<file path="src/rtl/rabs_pkg.sv">
// shared types, widths and constants of the running average background subtractor
package rabs_pkg;

    // geometry of the background store
    localparam int MAX_PIXELS    = 131072;
    localparam int FRACTION_BITS = 16;
    localparam int PIX_W         = 8;
    localparam int ACC_W         = PIX_W + FRACTION_BITS;
    localparam int WORD_W        = ACC_W + 1;
    localparam int ADDR_W        = (MAX_PIXELS > 1) ? $clog2(MAX_PIXELS) : 1;
    localparam int POS_W         = $clog2(MAX_PIXELS + 1);

    // learning rate, unsigned 1.16 with a ceiling of one
    localparam int RATE_BITS = 16;
    localparam int RATE_W    = RATE_BITS + 1;
    localparam int RATE_HALF = 1 << (RATE_BITS - 1);
    localparam logic [RATE_W-1:0] RATE_ONE = RATE_W'(1) << RATE_BITS;

    // blend product: signed delta times signed rate
    localparam int PROD_W = (ACC_W + 1) + (RATE_W + 1);

    // background rounding
    localparam int FRAC_HALF = 1 << (FRACTION_BITS - 1);

    // presence sum
    localparam int SUM_W = 25;
    localparam logic [SUM_W-1:0] SUM_MAX = '1;

    // configuration
    localparam int THR_W      = 8;
    localparam int MODE_W     = 2;
    localparam int CFG_IDX_W  = 2;
    localparam int CFG_DATA_W = RATE_W;
    localparam logic [THR_W-1:0]  THR_RESET  = THR_W'(26);
    localparam logic [RATE_W-1:0] RATE_RESET = RATE_W'(7);

    typedef enum logic [CFG_IDX_W-1:0] {
        REG_THRESHOLD     = 2'd0,
        REG_LEARNING_RATE = 2'd1,
        REG_IGNORE_FG     = 2'd2,
        REG_DIFF_MODE     = 2'd3
    } reg_index_t;

    typedef enum logic [MODE_W-1:0] {
        MODE_ABSOLUTE = 2'd0,
        MODE_LIGHTER  = 2'd1,
        MODE_DARKER   = 2'd2
    } diff_mode_t;

    typedef struct packed {
        logic [THR_W-1:0]  threshold;
        logic [RATE_W-1:0] learning_rate;
        logic              ignore_foreground;
        logic [MODE_W-1:0] difference_mode;
    } cfg_t;

    // input transaction
    typedef struct packed {
        logic [PIX_W-1:0] pixel;
        logic             end_of_frame;
        logic             restart_learning;
    } in_item_t;

    // result transaction
    typedef struct packed {
        logic [PIX_W-1:0] difference;
        logic             foreground_mask;
        logic [PIX_W-1:0] background_value;
        logic             frame_done;
        logic [SUM_W-1:0] presence_sum;
        logic             overflow;
    } out_item_t;

    // per-stage item tag carried along the pipeline
    typedef struct packed {
        logic [PIX_W-1:0]  pixel;
        logic              eof;
        logic              seed;
        logic              in_store;
        logic [ADDR_W-1:0] addr;
    } tag_t;

    // classification of the item in the last stage
    typedef struct packed {
        logic [PIX_W-1:0] difference;
        logic             mask;
        logic [PIX_W-1:0] background;
    } class_t;

    // stage load enables
    typedef struct packed {
        logic load2;
        logic load3;
    } stage_ctrl_t;

endpackage

</file>
<file path="src/rtl/rabs_learn.sv">
// blend stages: delta times rate, then rounding and background select
module rabs_learn (
    input  logic                        clk,
    input  rabs_pkg::cfg_t              cfg,
    input  rabs_pkg::stage_ctrl_t       ctrl,
    input  logic [rabs_pkg::WORD_W-1:0] rd_word,
    input  rabs_pkg::tag_t              tag1,
    input  rabs_pkg::tag_t              tag2,
    output logic [rabs_pkg::ACC_W-1:0]  acc3
);
    import rabs_pkg::*;

    logic [RATE_W-1:0]        rate1;
    logic [ACC_W-1:0]         acc1;
    logic [ACC_W-1:0]         p1;
    logic signed [ACC_W:0]    delta1;
    logic signed [RATE_W:0]   rate_s1;
    logic signed [PROD_W-1:0] prod1;
    logic                     learn1;

    logic signed [PROD_W-1:0] prod2_reg;
    logic [ACC_W-1:0]         acc2_reg;
    logic                     learn2_reg;
    logic signed [PROD_W-1:0] step2;
    logic [ACC_W-1:0]         blend2;
    logic [ACC_W-1:0]         acc3_next;
    logic [ACC_W-1:0]         acc3_reg;

    // stage 1: clamp rate, form delta, multiply
    always_comb
    begin
        rate1   = (cfg.learning_rate > RATE_ONE) ? RATE_ONE : cfg.learning_rate;
        acc1    = rd_word[ACC_W-1:0];
        p1      = {tag1.pixel, {FRACTION_BITS{1'b0}}};
        delta1  = $signed({1'b0, p1}) - $signed({1'b0, acc1});
        rate_s1 = $signed({1'b0, rate1});
        prod1   = delta1 * rate_s1;
        learn1  = !tag1.seed && !(cfg.ignore_foreground && rd_word[ACC_W]);
    end

    always_ff @(posedge clk)
    begin
        if (ctrl.load2)
        begin
            prod2_reg  <= prod1;
            acc2_reg   <= acc1;
            learn2_reg <= learn1;
        end
    end

    // stage 2: round the step, add, pick seed, blend or hold
    always_comb
    begin
        step2  = (prod2_reg + PROD_W'(RATE_HALF)) >>> RATE_BITS;
        blend2 = acc2_reg + step2[ACC_W-1:0];
        if (tag2.seed)
        begin
            acc3_next = {tag2.pixel, {FRACTION_BITS{1'b0}}};
        end
        else if (learn2_reg)
        begin
            acc3_next = blend2;
        end
        else
        begin
            acc3_next = acc2_reg;
        end
    end

    always_ff @(posedge clk)
    begin
        if (ctrl.load3)
        begin
            acc3_reg <= acc3_next;
        end
    end

    assign acc3 = acc3_reg;

endmodule

</file>
<file path="config.mk">
export PLATFORM = sky130hd
export DESIGN_NAME = rabs_learn
export DESIGN_NICKNAME = d
export VERILOG_FILES = /design/src/rtl/rabs_pkg.sv /design/src/rtl/rabs_learn.sv
export SDC_FILE = /design/constraint.sdc
export NUM_CORES = 1
export LEC_CHECK = 0
export ABC_AREA = 1
export BUFFER_PORTS_ARGS = -buffer_cell sky130_fd_sc_hd__buf_2
export CAP_MARGIN = 20
export CORE_UTILIZATION = 35
export CTS_CLUSTER_DIAMETER = 200
export DETAILED_ROUTE_END_ITERATION = 16
export MAX_ROUTING_LAYER = met4
export PLACE_DENSITY = 0.52
export RECOVER_POWER = 50
export SLEW_MARGIN = 20
export SYNTH_ARGS = -nofsm -noshare
export SYNTH_HDL_FRONTEND = slang
export SYNTH_SLANG_ARGS = --single-unit
</file>
<file path="constraint.sdc">
create_clock -name clk -period 9.45 [get_ports clk]
set_clock_uncertainty 0.15 [all_clocks]
set_input_delay 1.4175 -clock clk [delete_from_list [all_inputs] [get_ports clk]]
set_output_delay 1.4175 -clock clk [all_outputs]
set_load 0.005 [all_outputs]
</file>
==> metrics.md <==
| Metric | Value |
|---|---|
| Status | complete, but fails checks |
| Failing checks | capacitance limit, slew limit |
| Diodes inserted | 0 |
| Post-Layout Cell Count | 3493 |
| Worst skew pair latency | 0.35 ns |
| Num rows | 88 |
| Global Route met3 Usage | 2.51% |
| # hold bufs at CTS | 0 |
| Mean post-synth cell area | 7.80 sq um |
| Vias in the first global route | 18.4k |
| Synth Cell Area | 0.0205 sq mm |
| Routability cong. | 0.905 |
| Met2 Track Usage GR | 39.9% |
| Drt pass-1 iters | 7 |
| CP max FO | 8 |
| Layout Area Growth over Synthesis | 8.96% |
| I/O Buffers | 87 |
| Crit path required time | 9.40 ns |
| Slack of the worst reg-to-reg path | 5.50 ns |
| # fillers | 6146 |
| Layer with the highest usage | met2 |
| CP Launch Type | primary input |
| Post-placement cell count | 3477 |
| # Max-Cap Violations | 1 |
| Largest cells by area after synthesis | fa_1, inv_1, edfxtp_1 |
| Post-synth EDFFs | 74 |
| Tmin final | 8.75 ns |
| 1st-iter DRT viols | 1110 |
| RSZ-0062 raised after global routing | false |
| Fmax | 114 MHz |
| Worst hold path type | reg2reg |
| Top cell family by delay on the critical path | adder cells |
| Buffer depth of the longest clock path | 2 |
| Max reg flops | 25 |
| Drt wl/cell | 19.2 microns |
| Final number of setup-violating endpoints | 0 |
| Crit path DAT | 8.71 ns |
| Total Nets Final | 3357 |
| Slew Limit Headroom | -84.7% |
| Area leader, netlist | fa_1 |
| Top_reg_cell synth | edfxtp_1 |
| H-tree depth | 3 |
| IO Count | 136 |
| CTS clk-pin slew, worst paths | 0.06 ns |
| Crit share post-route | 92.6% |
| #FFs+latches synth | 74 |
| Antenna-violating nets left | 0 |
| WL final | 67000 microns |
| Clock sink total | 74 |
| Synthesized Nets | 3259 |
| TritonCTS clock tree | built |
| Buf/Inv on CP | 8 |
| Biggest cell delay along the critical path | 0.58 ns |
| CTS buffer count | 9 |
| WS Path Type | in2reg |
| Share of post-route cells with drive strength above 1 | 7.48% |
| Met1 GRT Util | 31.3% |
| Vias per cell | 4.91 |
| Setup TNS Final | 0 ns |
| Via count | 17.1k |
| Slowest cell on crit path | fa_1 |
| Least-Margin Pin Slew | 2.77 ns |
| Post-synthesis cell type count | 48 |
| Die area | 0.0595 sq mm |
| Worst Setup End Kind | register |
| Number of remaining DRC errors | 0 |
| Most frequent cell after synthesis | inv_1 |
| Die Span Y | 244 microns |
| HPWL after DPL | 56900 microns |
| First-pass GRT wire length | 105000 microns |
| Area share of the largest cell type after synthesis | 38.6% |
| Initial Util | 35.4% |
| Initial antenna violation count | 0 |
| Die Wd | 244 microns |
| FFs w/ async S/R, synth | 0% |
| Final hold violations | 0 |
| Register area share after synthesis | 10.8% |
| Grt ovf | 0 |
| Root Buffer | clkbuf_16 |
| Synth top cells by count | inv_1, nand2_1, fa_1 |
| Max-slew violations | 51 |
| Post-CTS Setup Inserts | 0 |
| YS warnings | 0 |
| Largest net degree at the start of global routing | 51 |
| Core ar. | 0.0578 sq mm |
| Post-Syn Instances | 2625 |
| Total GRT Usage | 24.1% |
| Post-cts sizing count | 0 |
==> layout by cell type (no fill, tap or decap), types with 57 or more instances in the layout <==
cell / synthesis / layout
a21oi_1: 66 / 66
nor2_1: 373 / 372
ha_1: 127 / 127
nand3_1: 89 / 89
o21ai_0: 57 / 57
edfxtp_1: 74 / 74
fa_1: 395 / 395
buf_2: 20 / 65
nand2_1: 529 / 529
inv_1: 628 / 628
==> cells by family (layout without fill, tap and decap cells) <==
family	count (synthesis)	in the layout	share of synthesized area, %
flops	74	74	10.8
fa+ha+maj	522	522	46.4
buf+inv	711	814	13.2
compound gates	166	166	4.71
simple gates	1088	1088	21.8
xor+xnor	64	64	3.01
==> final cells by class <==
type / instances / area, sq um / area share (%)
Clock buffer: 9 / 225 / 1.01
Clock inverter: 7 / 100 / 0.449
Multi-Input combinational cell: 1840 / 15600 / 69.7
Sequential cell: 74 / 2220 / 9.96
Inverter: 662 / 2480 / 11.1
Timing Repair Buffer: 136 / 776 / 3.48
Tap cell: 765 / 957 / 4.29
==> path summary, 6_finish.rpt <==
path | start | endpoint | cells after the start
max reg2reg | prod2_reg[15]$_DFFE_PP_ | acc3[16]$_DFFE_PP_ | 16
max | rd_word[17] | prod2_reg[39]$_DFFE_PP_ | 30
min | acc2_reg[9]$_DFFE_PP_ | acc3[9]$_SDFFCE_PP0P_ | 2
min reg2reg | acc2_reg[9]$_DFFE_PP_ | acc3[9]$_SDFFCE_PP0P_ | 2
==> layer usage <==
metal	routed length, microns	up-vias	share of wire [%]
met3	3870	104	5.8
li1	-	7983	-
met2	31900	544	48
met4	1930	0	2.9
met1	29300	8516	44
met5	0	-	0
==> worst register-to-register path, cell delays in order (launching register included) <==
cell	delay, ns
edfxtp_1	0.46
ha_1	0.22
nand3_1	0.19
nor2_1	0.32
nand2_1	0.15
nor2_2	0.21
inv_1	0.08
nor2_1	0.12
xor2_1	0.27
ha_1	0.36
a21oi_1	0.22
o21ai_0	0.18
nor2_1	0.13
nand2_1	0.06
xor2_1	0.13
o21ai_0	0.35
nand2_1	0.09
==> per-stage QoR <==
stage	setup WS [ns]	util, %	cell area (sq um)	hold WS [ns]
floorplan	1.63	-	20500	0.399
global placement	0.437	38.1	22000	0.486
detailed placement	0.440	38.1	22000	0.481
CTS	0.789	38.7	22300	0.492
global route	0.156	38.6	22300	0.524
finish	0.696	38.6	22300	0.487
Power is left out: the tool's default activity adds up to more than one toggle a clock period on the data nets, which glitch-free logic cannot reach.
