[config.mk]
export PLATFORM = sky130hd
export DESIGN_NAME = rabs_output
export DESIGN_NICKNAME = d
export VERILOG_FILES = /design/src/rtl/rabs_pkg.sv /design/src/rtl/rabs_output.sv
export SDC_FILE = /design/constraint.sdc
export NUM_CORES = 1
export LEC_CHECK = 0
export BUFFER_PORTS_ARGS = -buffer_cell sky130_fd_sc_hd__buf_2
export CAP_MARGIN = 0
export CORE_UTILIZATION = 53
export DETAILED_ROUTE_END_ITERATION = 10
export PLACE_DENSITY_LB_ADDON = 0.2
export REMOVE_ABC_BUFFERS = 1
export SETUP_SLACK_MARGIN = 0.2
export SYNTH_ARGS = -nofsm -noshare
export SYNTH_HDL_FRONTEND = slang
export SYNTH_SLANG_ARGS = --single-unit
[constraint.sdc]
create_clock -name clk -period 3.83 [get_ports clk]
set_clock_uncertainty 0.15 [all_clocks]
set_input_delay 0.766 -clock clk [delete_from_list [all_inputs] [get_ports clk]]
set_output_delay 0.766 -clock clk [all_outputs]
set_load 0.1 [all_outputs]
[src/rtl/rabs_pkg.sv]
// shared types, widths and constants of the running average background subtractor
package rabs_pkg;

    // geometry of the background store
    localparam int MAX_PIXELS    = 131072;
    localparam int FRACTION_BITS = 16;
    localparam int PIX_W         = 8;
    localparam int ACC_W         = PIX_W + FRACTION_BITS;
    localparam int WORD_W        = ACC_W + 1;
    localparam int ADDR_W        = (MAX_PIXELS > 1) ? $clog2(MAX_PIXELS) : 1;
    localparam int POS_W         = $clog2(MAX_PIXELS + 1);

    // learning rate, unsigned 1.16 with a ceiling of one
    localparam int RATE_BITS = 16;
    localparam int RATE_W    = RATE_BITS + 1;
    localparam int RATE_HALF = 1 << (RATE_BITS - 1);
    localparam logic [RATE_W-1:0] RATE_ONE = RATE_W'(1) << RATE_BITS;

    // blend product: signed delta times signed rate
    localparam int PROD_W = (ACC_W + 1) + (RATE_W + 1);

    // background rounding
    localparam int FRAC_HALF = 1 << (FRACTION_BITS - 1);

    // presence sum
    localparam int SUM_W = 25;
    localparam logic [SUM_W-1:0] SUM_MAX = '1;

    // configuration
    localparam int THR_W      = 8;
    localparam int MODE_W     = 2;
    localparam int CFG_IDX_W  = 2;
    localparam int CFG_DATA_W = RATE_W;
    localparam logic [THR_W-1:0]  THR_RESET  = THR_W'(26);
    localparam logic [RATE_W-1:0] RATE_RESET = RATE_W'(7);

    typedef enum logic [CFG_IDX_W-1:0] {
        REG_THRESHOLD     = 2'd0,
        REG_LEARNING_RATE = 2'd1,
        REG_IGNORE_FG     = 2'd2,
        REG_DIFF_MODE     = 2'd3
    } reg_index_t;

    typedef enum logic [MODE_W-1:0] {
        MODE_ABSOLUTE = 2'd0,
        MODE_LIGHTER  = 2'd1,
        MODE_DARKER   = 2'd2
    } diff_mode_t;

    typedef struct packed {
        logic [THR_W-1:0]  threshold;
        logic [RATE_W-1:0] learning_rate;
        logic              ignore_foreground;
        logic [MODE_W-1:0] difference_mode;
    } cfg_t;

    // input transaction
    typedef struct packed {
        logic [PIX_W-1:0] pixel;
        logic             end_of_frame;
        logic             restart_learning;
    } in_item_t;

    // result transaction
    typedef struct packed {
        logic [PIX_W-1:0] difference;
        logic             foreground_mask;
        logic [PIX_W-1:0] background_value;
        logic             frame_done;
        logic [SUM_W-1:0] presence_sum;
        logic             overflow;
    } out_item_t;

    // per-stage item tag carried along the pipeline
    typedef struct packed {
        logic [PIX_W-1:0]  pixel;
        logic              eof;
        logic              seed;
        logic              in_store;
        logic [ADDR_W-1:0] addr;
    } tag_t;

    // classification of the item in the last stage
    typedef struct packed {
        logic [PIX_W-1:0] difference;
        logic             mask;
        logic [PIX_W-1:0] background;
    } class_t;

    // stage load enables
    typedef struct packed {
        logic load2;
        logic load3;
    } stage_ctrl_t;

endpackage

[src/rtl/rabs_output.sv]
// result register, frame difference total and output handshake
module rabs_output (
    input  logic                clk,
    input  logic                rst_n,
    input  logic                stage_valid,
    input  rabs_pkg::tag_t      tag,
    input  rabs_pkg::class_t    cls,
    output logic                load_ok,
    output logic                result_valid,
    input  logic                result_ready,
    output rabs_pkg::out_item_t result
);
    import rabs_pkg::*;

    logic             valid_reg;
    out_item_t        result_reg;
    logic [SUM_W-1:0] total_reg;
    logic [SUM_W-1:0] total_sat;
    logic [SUM_W:0]   total_wide;
    logic             move;

    assign load_ok = !valid_reg || result_ready;
    assign move    = stage_valid && load_ok;

    // saturating add of this pixel's difference
    always_comb
    begin
        total_wide = {1'b0, total_reg} + (SUM_W + 1)'(cls.difference);
        total_sat  = total_wide[SUM_W] ? SUM_MAX : total_wide[SUM_W-1:0];
    end

    // control state
    always_ff @(posedge clk or negedge rst_n)
    begin
        if (!rst_n)
        begin
            valid_reg <= 1'b0;
            total_reg <= '0;
        end
        else
        begin
            if (load_ok)
            begin
                valid_reg <= stage_valid;
            end
            if (move)
            begin
                total_reg <= tag.eof ? '0 : total_sat;
            end
        end
    end

    // result payload
    always_ff @(posedge clk)
    begin
        if (move)
        begin
            result_reg.difference       <= cls.difference;
            result_reg.foreground_mask  <= cls.mask;
            result_reg.background_value <= cls.background;
            result_reg.frame_done       <= tag.eof;
            result_reg.presence_sum     <= tag.eof ? total_sat : '0;
            result_reg.overflow         <= !tag.in_store;
        end
    end

    assign result_valid = valid_reg;
    assign result       = result_reg;

endmodule

==> flow_summary.toml <==
[yosys]
postSynthCellCount = 310
ys_seq_elements = 70
synth.distinct_cells = 57
syn_area_sq_mm = 0.00358
yosysSeqAreaShare = 0.551
syn_avg_cell_area_sq_um = 11.5
yosysWarnings = 0

[status]
status = "finished with violations"
violations = "DRC"

[critical_path]
crit_type = "in -> reg"
critical_path_buf_inv_count = 2
cp.arrival_ns = 2.98
crit_fanout = 11
worstSetupEndpointType = "register"
r2r_end = "result[25]$_SDFFCE_PN0P_"
path_cells = "buf_2 > ha_1 > fa_1 > a211oi_1 > nor3_2 > o221a_1 > buf_4 > a41o_1 > nand2_1 > a31oi_1"
crit_path_start_kind = "input port"
worstPathRequired_ns = 3.75
rr_startpoint = "total_reg[0]$_DFFE_PN0P_"
reg2regPathDepth = 9
critPathSlowestCell = "fa_1"
max_stage_delay_ns = 0.43
r2r_slack_ns = 0.91
cpLargestDelayFamily = "compound AO/OA/AOI/OAI gates"

[clock_tree]
cts.sinks = 70
cts_tree = "built"
cts_buffers = 9
hold_buffers = 0
post_cts_buffers = 0
cts.path.max_buffers = 2
clockRootBuffer = "clkbuf_8"
htreeDepth = 3
ctsResizeCount = 0
clk_latency_ns = 0.35
cts.reportedPaths.clkPinSlew_ns = 0.08

[floorplan]
fp.dieArea_sq_mm = 0.00708
core_area_sq_mm = 0.00642
start_util = 0.557
die_h_microns = 84.1
placementRows = 29
ioPinCount = 95
die_w_microns = 84.1

[layout]
fillers = 497
drive_gt1_frac = 0.297
areaGrowthSynthToFinish_pct = 17.1
largest_reg_flops = 44
design_area_sq_mm = 0.00419
register_area_sq_mm = 0.00197
nets = 437
multi_input_area_sq_mm = 0.00150
diodes = 0

[detailed_routing]
drt-total-wl_microns = 7500
postRouteAntennaNets = 0
via_per_inst = 6.01
drtIter0Drc = 182
vias = 2771
routedWlPerCell_microns = 16.3
firstDrtPassIters = 7
drc = 16

[timing]
max_slew_margin = 0.575
setup_viol = 0
fmax_mhz = 327
finalHoldViolCount = 0
slew_viol_final = 0
worstMarginPinSlew_ns = 0.637
period_share = 0.798
rsz0062_at_grt = "false"
period_needed_ns = 3.06

[grt]
antenna_found_initial = 0
grt_first_pass_wirelength_microns = 12300
track_usage = 0.222
grt_max_degree = 28
grt_pass1_vias = 2617
overflow = 0

[place]
numPortBuffers = 68
dpl.hpwl_microns = 5110
place_area_sq_mm = 0.00399
globalplace.congestion = 0.897

[hold_path]
hold_class = "in -> async"

[power]
p_per_area_mw_per_mm2 = 520
leakagePower_uw = 0.00174
ir_worst_vdd_mv = 0.232
power_uw = 2180

[flow_run]
drv_cap = 0
==> layout by cell type, fill, tap and decap left out, types with 4 or more instances in the layout <==
| cell type | n |
|---|---|
| a211oi_1 | 5 |
| and3_1 | 10 |
| nor2_1 | 27 |
| clkbuf_8 | 9 |
| dfrtp_1 | 26 |
| nand2_1 | 26 |
| xnor2_1 | 9 |
| buf_4 | 5 |
| edfxtp_1 | 44 |
| o211ai_1 | 5 |
| nand3_1 | 5 |
| and2_1 | 5 |
| a31oi_1 | 18 |
| a21oi_1 | 18 |
| a31o_2 | 4 |
| ha_1 | 8 |
| o21a_1 | 6 |
| buf_2 | 68 |
| nor3_1 | 9 |
| o21ai_0 | 15 |
==> cell usage after synthesis, drive strengths merged <==
cell type | number | area [sq um]
a41oi | 2 | 17.5
nand4 | 5 | 52.6
clkbuf | 8 | 31.3
xor2 | 2 | 17.5
o22ai | 1 | 6.26
nor2 | 28 | 113
xnor2 | 9 | 78.8
edfxtp | 44 | 1320
o21ai | 19 | 118
and2 | 5 | 31.3
buf | 8 | 50.1
o31ai | 1 | 7.51
or3 | 1 | 6.26
dfrtp | 26 | 651
inv | 4 | 15.0
o211ai | 6 | 50.1
nor3 | 11 | 65.1
o311a | 1 | 21.3
nand2 | 26 | 97.6
o221a | 1 | 11.3
fa | 1 | 20.0
and3 | 10 | 62.6
a21o | 3 | 22.5
o21a | 6 | 45.0
ha | 8 | 100
o311ai | 1 | 16.3
a31oi | 18 | 113
a41o | 2 | 20.0
or2 | 1 | 6.26
nand2b | 2 | 12.5
nand3 | 6 | 42.5
a22o | 1 | 8.76
nor4 | 2 | 27.5
o21bai | 1 | 7.51
a311oi | 2 | 17.5
a31o | 4 | 35.0
a21oi | 20 | 115
and4 | 3 | 27.5
a2111oi | 1 | 27.5
o22a | 1 | 8.76
clkinv | 1 | 3.75
a211oi | 8 | 75.1
==> final cells by class <==
class                           count  area share
Tap cell                           77      0.0230
Sequential cell                    70       0.471
Clock buffer                        9      0.0296
Inverter                            5     0.00448
Timing Repair Buffer               74      0.0950
Multi-Input combinational cell    219       0.359
Clock inverter                      7      0.0176
==> stage by stage <==
stage	util	setup TNS, ns	hold WS (ns)	instances	setup slack, ns
3_5_place_dp	0.621	0	0.336	445	0.450
4_1_cts	0.652	0	0.314	461	0.791
2_1_floorplan	-	-19.84	0.304	294	-0.537
3_3_place_gp	0.621	0	0.317	445	0.430
6_report	0.652	0	0.282	461	0.775
5_1_grt	0.652	0	0.326	461	0.629
==> metal layers <==
layer | up-vias | track usage | routed length [microns]
met5 | - | 0 | 0
met4 | 0 | 0.111 | 198
met3 | 20 | 0.0452 | 520
met2 | 117 | 0.349 | 3520
met1 | 1313 | 0.296 | 3260
li1 | 1321 | - | -
==> where the power goes <==
| part | total, uW | switching [uW] | internal, uW |
|---|---|---|---|
| logic | 668 | 497 | 172 |
| registers | 912 | 31.1 | 881 |
| clock network | 597 | 294 | 303 |
| total | 2180 | 822 | 1360 |
==> cell families (layout without fill, tap and decap cells) <==
| kind of cell | Yosys count | in the layout | synth area share |
|---|---|---|---|
| compound gates | 99 | 99 | 0.208 |
| buf+inv | 21 | 95 | 0.0280 |
| xor+xnor | 11 | 11 | 0.0269 |
| simple gates | 100 | 100 | 0.152 |
| fa+ha+maj | 9 | 9 | 0.0336 |
| flops | 70 | 70 | 0.551 |
==> worst register-to-register path: cells and delay by family, from the launching register on <==
kind | cells | cell delay [ns]
adders and majority gates | 2 | 0.67
buffers and inverters | 1 | 0.22
AOI/OAI and AO/OA | 4 | 1.04
and+or+nand+nor | 2 | 0.16
DFF | 1 | 0.39
==> worst max path at each step <==
| stage | slack, ns | cells past startpoint | endpoint | start |
|---|---|---|---|---|
| finish | 0.77 | 10 | result[25]$_SDFFCE_PN0P_ | cls[9] |
| global route | 0.63 | 10 | result[25]$_SDFFCE_PN0P_ | cls[9] |
| CTS | 0.79 | 10 | result[25]$_SDFFCE_PN0P_ | cls[9] |
| detailed placement | 0.45 | 10 | result[25]$_SDFFCE_PN0P_ | cls[9] |
| global placement | 0.43 | 10 | result[25]$_SDFFCE_PN0P_ | cls[9] |
| floorplan | -0.54 | 6 | total_reg[20]$_DFFE_PN0P_ | result_valid$_DFFE_PN0N_ |
(Power assumes the default switching activity.)
