`src/rtl/rabs_pkg.sv`:
```
// shared types, widths and constants of the running average background subtractor
package rabs_pkg;

    // geometry of the background store
    localparam int MAX_PIXELS    = 131072;
    localparam int FRACTION_BITS = 16;
    localparam int PIX_W         = 8;
    localparam int ACC_W         = PIX_W + FRACTION_BITS;
    localparam int WORD_W        = ACC_W + 1;
    localparam int ADDR_W        = (MAX_PIXELS > 1) ? $clog2(MAX_PIXELS) : 1;
    localparam int POS_W         = $clog2(MAX_PIXELS + 1);

    // learning rate, unsigned 1.16 with a ceiling of one
    localparam int RATE_BITS = 16;
    localparam int RATE_W    = RATE_BITS + 1;
    localparam int RATE_HALF = 1 << (RATE_BITS - 1);
    localparam logic [RATE_W-1:0] RATE_ONE = RATE_W'(1) << RATE_BITS;

    // blend product: signed delta times signed rate
    localparam int PROD_W = (ACC_W + 1) + (RATE_W + 1);

    // background rounding
    localparam int FRAC_HALF = 1 << (FRACTION_BITS - 1);

    // presence sum
    localparam int SUM_W = 25;
    localparam logic [SUM_W-1:0] SUM_MAX = '1;

    // configuration
    localparam int THR_W      = 8;
    localparam int MODE_W     = 2;
    localparam int CFG_IDX_W  = 2;
    localparam int CFG_DATA_W = RATE_W;
    localparam logic [THR_W-1:0]  THR_RESET  = THR_W'(26);
    localparam logic [RATE_W-1:0] RATE_RESET = RATE_W'(7);

    typedef enum logic [CFG_IDX_W-1:0] {
        REG_THRESHOLD     = 2'd0,
        REG_LEARNING_RATE = 2'd1,
        REG_IGNORE_FG     = 2'd2,
        REG_DIFF_MODE     = 2'd3
    } reg_index_t;

    typedef enum logic [MODE_W-1:0] {
        MODE_ABSOLUTE = 2'd0,
        MODE_LIGHTER  = 2'd1,
        MODE_DARKER   = 2'd2
    } diff_mode_t;

    typedef struct packed {
        logic [THR_W-1:0]  threshold;
        logic [RATE_W-1:0] learning_rate;
        logic              ignore_foreground;
        logic [MODE_W-1:0] difference_mode;
    } cfg_t;

    // input transaction
    typedef struct packed {
        logic [PIX_W-1:0] pixel;
        logic             end_of_frame;
        logic             restart_learning;
    } in_item_t;

    // result transaction
    typedef struct packed {
        logic [PIX_W-1:0] difference;
        logic             foreground_mask;
        logic [PIX_W-1:0] background_value;
        logic             frame_done;
        logic [SUM_W-1:0] presence_sum;
        logic             overflow;
    } out_item_t;

    // per-stage item tag carried along the pipeline
    typedef struct packed {
        logic [PIX_W-1:0]  pixel;
        logic              eof;
        logic              seed;
        logic              in_store;
        logic [ADDR_W-1:0] addr;
    } tag_t;

    // classification of the item in the last stage
    typedef struct packed {
        logic [PIX_W-1:0] difference;
        logic             mask;
        logic [PIX_W-1:0] background;
    } class_t;

    // stage load enables
    typedef struct packed {
        logic load2;
        logic load3;
    } stage_ctrl_t;

endpackage

```
`src/rtl/rabs_classify.sv`:
```
// rounded background, difference per mode and foreground decision
module rabs_classify (
    input  rabs_pkg::cfg_t             cfg,
    input  logic [rabs_pkg::ACC_W-1:0] acc,
    input  rabs_pkg::tag_t             tag,
    output rabs_pkg::class_t           result
);
    import rabs_pkg::*;

    logic [ACC_W:0]               rsum;
    logic [ACC_W-FRACTION_BITS:0] rq;
    logic [PIX_W-1:0]             bg;
    logic [PIX_W-1:0]             up;
    logic [PIX_W-1:0]             down;
    logic [PIX_W-1:0]             diff;

    // round to nearest and cap at full scale
    always_comb
    begin
        rsum = {1'b0, acc} + (ACC_W + 1)'(FRAC_HALF);
        rq   = rsum[ACC_W:FRACTION_BITS];
        bg   = rq[PIX_W] ? {PIX_W{1'b1}} : rq[PIX_W-1:0];
    end

    // difference by mode
    always_comb
    begin
        up   = (tag.pixel > bg) ? tag.pixel - bg : '0;
        down = (bg > tag.pixel) ? bg - tag.pixel : '0;
        case (cfg.difference_mode)
            MODE_LIGHTER: diff = up;
            MODE_DARKER:  diff = down;
            default:      diff = up | down;
        endcase
    end

    // pixels beyond the store pass through
    always_comb
    begin
        if (tag.in_store)
        begin
            result.difference = diff;
            result.mask       = diff > cfg.threshold;
            result.background = bg;
        end
        else
        begin
            result.difference = '0;
            result.mask       = 1'b0;
            result.background = tag.pixel;
        end
    end

endmodule

```
`config.mk`:
```
export PLATFORM = sky130hd
export DESIGN_NAME = rabs_classify
export DESIGN_NICKNAME = d
export VERILOG_FILES = /design/src/rtl/rabs_pkg.sv /design/src/rtl/rabs_classify.sv
export SDC_FILE = /design/constraint.sdc
export NUM_CORES = 1
export LEC_CHECK = 0
export BUFFER_PORTS_ARGS = -buffer_cell sky130_fd_sc_hd__buf_2
export CORE_AREA = 3 3 77 79
export DETAILED_ROUTE_END_ITERATION = 8
export DIE_AREA = 0 0 80 82
export PLACE_DENSITY_LB_ADDON = 0.15
export RECOVER_POWER = 25
export SETUP_SLACK_MARGIN = 0.15
export SLEW_MARGIN = 25
export SYNTH_ARGS = -nofsm -noshare
export SYNTH_HDL_FRONTEND = slang
export SYNTH_SLANG_ARGS = --single-unit
```
`constraint.sdc`:
```
create_clock -name vclk -period 8.15
set_input_delay 1.63 -clock vclk [all_inputs]
set_output_delay 1.63 -clock vclk [all_outputs]
set_load 0.1 [all_outputs]
```
==> impl_metrics.py, run 1 <==
metrics = {
    "run_status": {
        "status": "complete, no violations",
    },
    "detailed_routing": {
        "routed.top_layer": "met4",
        "viasPerCell": 5.044,
        "drt-total-wl_um": 4297,
        "remaining_drc_errors": 0,
        "wire_per_inst_um": 12.56,
        "drt-pass1-iter-count": 4,
        "ant_nets": 0,
        "drtIter0Drc": 94,
        "route.met2.wl_um": 1860,
        "met3_length_um": 187,
        "via_count": 1725,
        "m1WireLength_um": 2239,
    },
    "synth": {
        "ys_types": 52,
        "ys.warnings.count": 0,
        "avgSynthCellArea_um2": 6.852,
        "synth_nets": 340,
        "yosys-top-cells-area": "ha_1 (21%), a21oi_1 (7.9%), inv_1 (7.1%), o21a_1 (4.3%), nor2_1 (4.0%)",
        "syn-instance-count": 231,
        "synth_top_area_frac": 0.2134,
        "synth_top_cell_by_area": "ha_1",
        "ys_seq_area_frac": 0,
        "synth_area_um2": 1583,
    },
    "place": {
        "dp_slack_ns": 0.2931,
        "place_congestion": 0.8154,
        "io_buffer_count": 45,
        "place_hpwl_um": 3588,
    },
    "worst_setup_path": {
        "cp.required_ns": 6.52,
        "endpoint_kind": "output port",
        "path_cells": "buf_2 -> and3_1 -> and3_1 -> and2_1 -> nand4_1 -> nand2b_1 -> buf_4 -> ha_1 -> fa_1 -> nand3b_2 -> a21oi_1 -> nor2_1 -> or3_4 -> o221ai_2 -> o21a_1 -> ha_1 -> a21o_1 -> a21o_1 -> a21oi_1 -> o21ai_0 -> o211a_1 -> buf_4",
        "critical_path_peak_fanout": 6,
        "crit_buf_inv": 3,
        "path_delay_family": "simple AND/OR/NAND/NOR gates",
        "cpMaxStageDelayCell": "fa_1",
        "start_kind": "input port",
        "slowest_delay_ns": 0.44,
        "worstPathArrival_ns": 6.00,
        "path_class": "in2out",
    },
    "layout": {
        "n_antenna_cell": 0,
        "regArea_um2": 0,
        "final_common_cell": "buf_2",
        "final_cell_mix": "buf_2 (40), inv_1 (30), ha_1 (27)",
        "drive_gt1_frac": 0.2259,
        "clkbuf_count": 0,
        "fillers": 619,
        "seq_cells": 0,
        "fin_nets": 381,
        "syn_to_final_growth_pct": 19.53,
    },
    "global_routing": {
        "grt_max_degree": 21,
        "grt_antenna_before_repair": 0,
        "first_global_vias": 1539,
        "grt_pass1_wl_um": 7182,
        "grtUsageTotal": 0.1306,
        "grt_remaining_overflow": 0,
    },
    "timing": {
        "period_minus_slack_ns": 7.630,
        "setup-tns-final_ns": 0,
        "max-slew-margin-rel": 0.2222,
        "rsz0062_at_grt": "no",
        "setup_viol": 0,
        "setup_ws_ns": 0.5197,
        "tightest_slew_ns": 1.172,
        "fin_crit_sh": 0.9362,
        "final_hold_viol_count": 0,
        "fmax_ghz": 0.1311,
        "slew_violations": 0,
    },
    "die": {
        "fp.dieW_um": 80,
        "pin_count": 97,
        "core_area_um2": 5405,
        "rows": 27,
        "start_util": 0.2928,
        "fp.dieH_um": 82,
        "dieArea_um2": 6560,
    },
    "power_and_ir_drop": {
        "p_sw_frac": 0.6887,
        "cellLeakagePower_nw": 0.9686,
        "intPower_mw": 0.07475,
        "p_seq_frac": 0,
        "pwr-share-comb": 1.000,
        "pwr-share-clk": 0,
        "ir_drop_uv": 67.87,
        "power_switching_mw": 0.1654,
        "p_per_area_nw_per_um2": 126.9,
    },
    "worst_hold_path": {
        "hold_path_class": "in2out",
    },
    "clocking": {
        "cts_hold_buf": 0,
    },
    "flow_run": {
        "maxCapViolCount": 0,
    },
}
## synth_stat cells, types with 4 or more instances
library cell   n
and2_1         7
nand4_1        4
o221ai_1       6
a21o_1         5
or2_2          4
nor2b_1        5
o22ai_1        6
nor2_1        17
o21ai_0        9
nand2b_1       5
a21oi_1       25
clkbuf_1       4
o21a_1         9
nand2_1        9
ha_1          27
inv_1         30
## through the flow
| step | hold WS, ns | instance area [um^2] | util | std cells | total power, mW |
|---|---|---|---|---|---|
| 6_report | 3.791 | 1892 | 0.3500 | 342 | 0.2401 |
| 5_1_grt | 3.821 | 1892 | 0.3500 | 342 | 0.2633 |
| 4_1_cts | 3.787 | 1868 | 0.3456 | 341 | 0.2383 |
| 3_5_place_dp | 3.782 | 1868 | 0.3456 | 341 | 0.2371 |
| 3_3_place_gp | 3.787 | 1868 | 0.3456 | 341 | 0.2368 |
| 2_1_floorplan | 3.690 | 1583 | - | 231 | 0.1934 |
## worst min-delay path, cell delays in order
cell and delay, ns:
buf_2 0.11, nor2_1 0.09, a21oi_1 0.04, buf_2 0.28
## area by class of cell
| cell class | count | area [um^2] | share of cell area |
|---|---|---|---|
| inverter | 30 | 112.6 | 0.05952 |
| multi-input combinational | 192 | 1444 | 0.7632 |
| tap | 72 | 90.09 | 0.04762 |
| timing repair buffer | 48 | 245.2 | 0.1296 |
## logic make-up after synthesis
| group | Yosys count | synth area share |
|---|---|---|
| compound gates | 82 | 0.3581 |
| simple gates | 74 | 0.2616 |
| buf+inv | 39 | 0.09960 |
| fa+ha+maj | 29 | 0.2387 |
| xor+xnor | 4 | 0.02214 |
| mux | 3 | 0.01976 |
## worst paths after layout
kind	startpoint	to	slack [ns]	depth (start not counted)
worst max-delay path	acc[17]	result[8]	0.52	22
worst min-delay path	tag[20]	result[0]	3.79	4
## power by group through the flow
| stage | Combinational [mW] | Sequential, mW | Clock [mW] |
|---|---|---|---|
| finish | 0.240 | 0 | 0 |
| global route | 0.263 | 0 | 0 |
| CTS | 0.238 | 0 | 0 |
| detailed placement | 0.237 | 0 | 0 |
| global placement | 0.237 | 0 | 0 |
| floorplan | 0.193 | 0 | 0 |
## timing repair
action,4_1_cts,5_1_grt
gates resized for setup,0,5
endpoints found under the hold margin,0,0
buffers inserted,0,1
setup endpoints to repair,0,1
## routing by layer
layer,vias to the layer above,GRT usage
li1,924,-
met1,750,0.1900
met2,49,0.2268
met3,2,0.004386
met4,0,0
met5,-,0
No activity file was read; power rests on OpenSTA's default activity.
==> run 2: changes to the inputs <==
- CORE_AREA: 3 3 77 79 -> 3 3 71 86
- DIE_AREA: 0 0 80 82 -> 0 0 74 89
- SKIP_LAST_GASP: default -> 1
==> impl_metrics.py, run 2 (synthesis results as in run 1) <==
metrics = {
    "worst_setup_path": {
        "path_class": "in2out",
        "path_cells": "buf_2 -> and3_1 -> and3_1 -> and2_1 -> nand4_1 -> nand2b_1 -> inv_1 -> ha_1 -> fa_1 -> nand3b_4 -> a21o_1 -> and2_4 -> or3_4 -> o221ai_2 -> o21a_1 -> ha_1 -> a21o_1 -> a21o_1 -> a21oi_1 -> o21ai_0 -> o211a_1 -> buf_4",
        "path_delay_family": "simple AND/OR/NAND/NOR gates",
        "cp_common_cell": "a21o_1",
        "cpMaxStageDelayCell": "fa_1",
        "crit_buf_inv": 3,
        "endpoint_kind": "output port",
        "start_kind": "input port",
        "slowest_delay_ns": 0.45,
        "cp.required_ns": 6.52,
        "critical_path_peak_fanout": 6,
        "worstPathArrival_ns": 5.98,
    },
    "timing": {
        "setup-tns-final_ns": 0,
        "period_minus_slack_ns": 7.606,
        "setup_viol": 0,
        "slew_violations": 0,
        "max-slew-margin-rel": 0.2262,
        "fin_crit_sh": 0.9333,
        "setup_ws_ns": 0.5438,
        "fmax_ghz": 0.1315,
        "final_hold_viol_count": 0,
        "tightest_slew_ns": 1.166,
        "whs_ns": 3.790,
        "rsz0062_at_grt": "no",
    },
    "detailed_routing": {
        "drt-pass1-iter-count": 4,
        "drt-total-wl_um": 4384,
        "ant_nets": 0,
        "remaining_drc_errors": 0,
        "wire_per_inst_um": 13.20,
        "via_count": 1749,
        "viasPerCell": 5.268,
        "drtIter0Drc": 96,
    },
    "global_routing": {
        "grtUsageTotal": 0.1364,
        "grt_antenna_before_repair": 0,
        "first_global_vias": 1622,
        "grt_pass1_wl_um": 7479,
        "grt_max_degree": 21,
        "grt_remaining_overflow": 0,
    },
    "layout": {
        "syn_to_final_growth_pct": 18.42,
        "n_antenna_cell": 0,
        "fin_nets": 381,
        "fin_area_um2": 1874,
        "fillers": 598,
        "drive_gt1_frac": 0.2222,
        "seq_cells": 0,
        "fin_cells": 332,
        "regArea_um2": 0,
        "utilization": 0.3514,
        "final_common_cell": "buf_2",
        "clkbuf_count": 0,
        "final_cell_mix": "buf_2 (40), inv_1 (30), ha_1 (27)",
    },
    "die": {
        "fp.dieH_um": 89,
        "start_util": 0.2967,
        "core_area_um2": 5334,
        "pin_count": 97,
        "rows": 29,
        "fp.dieW_um": 74,
        "dieArea_um2": 6586,
    },
    "power_and_ir_drop": {
        "ir_drop_uv": 52.74,
        "cellLeakagePower_nw": 0.9670,
        "p_per_area_nw_per_um2": 127.6,
        "p_total_mw": 0.2391,
    },
    "place": {
        "dp.cells": 331,
        "dpl_cell_area_um2": 1856,
        "dp_slack_ns": 0.2619,
        "place_congestion": 0.8015,
        "io_buffer_count": 45,
        "place_hpwl_um": 3632,
    },
    "run_status": {
        "status": "complete, no violations",
    },
    "flow_run": {
        "maxCapViolCount": 0,
    },
    "worst_hold_path": {
        "hold_path_class": "in2out",
    },
}
-- run 2: final cells by class --
type	count	area (um^2)	share of cell area
Multi-Input combinational cell	192	1439	0.7677
Timing Repair Buffer	48	245.2	0.1308
Inverter	30	112.6	0.06008
Tap cell	62	77.57	0.04139
-- run 2: layer usage --
layer | GRT usage | part of all wire
met3 | 0 | 0.048
met5 | 0 | 0
met1 | 0.1972 | 0.50
met2 | 0.2411 | 0.45
met4 | 0 | 0
-- run 2: path summary, 6_finish.rpt --
check	from	endpoint	slack, ns	cells past startpoint
max	acc[17]	result[8]	0.54	22
min	tag[20]	result[0]	3.79	4
-- run 2: repair_timing --
| item | in CTS | in global routing |
|---|---|---|
| setup endpoints to repair | 0 | 1 |
| buffers inserted | 0 | 1 |
| hold buffers | 0 | 0 |
| hold endpoints to repair | 0 | 0 |
| resized for setup | 0 | 4 |
-- run 2: where the power goes --
part           switching, mW  internal (mW)
clock network              0              0
registers                  0              0
logic                  0.166         0.0735
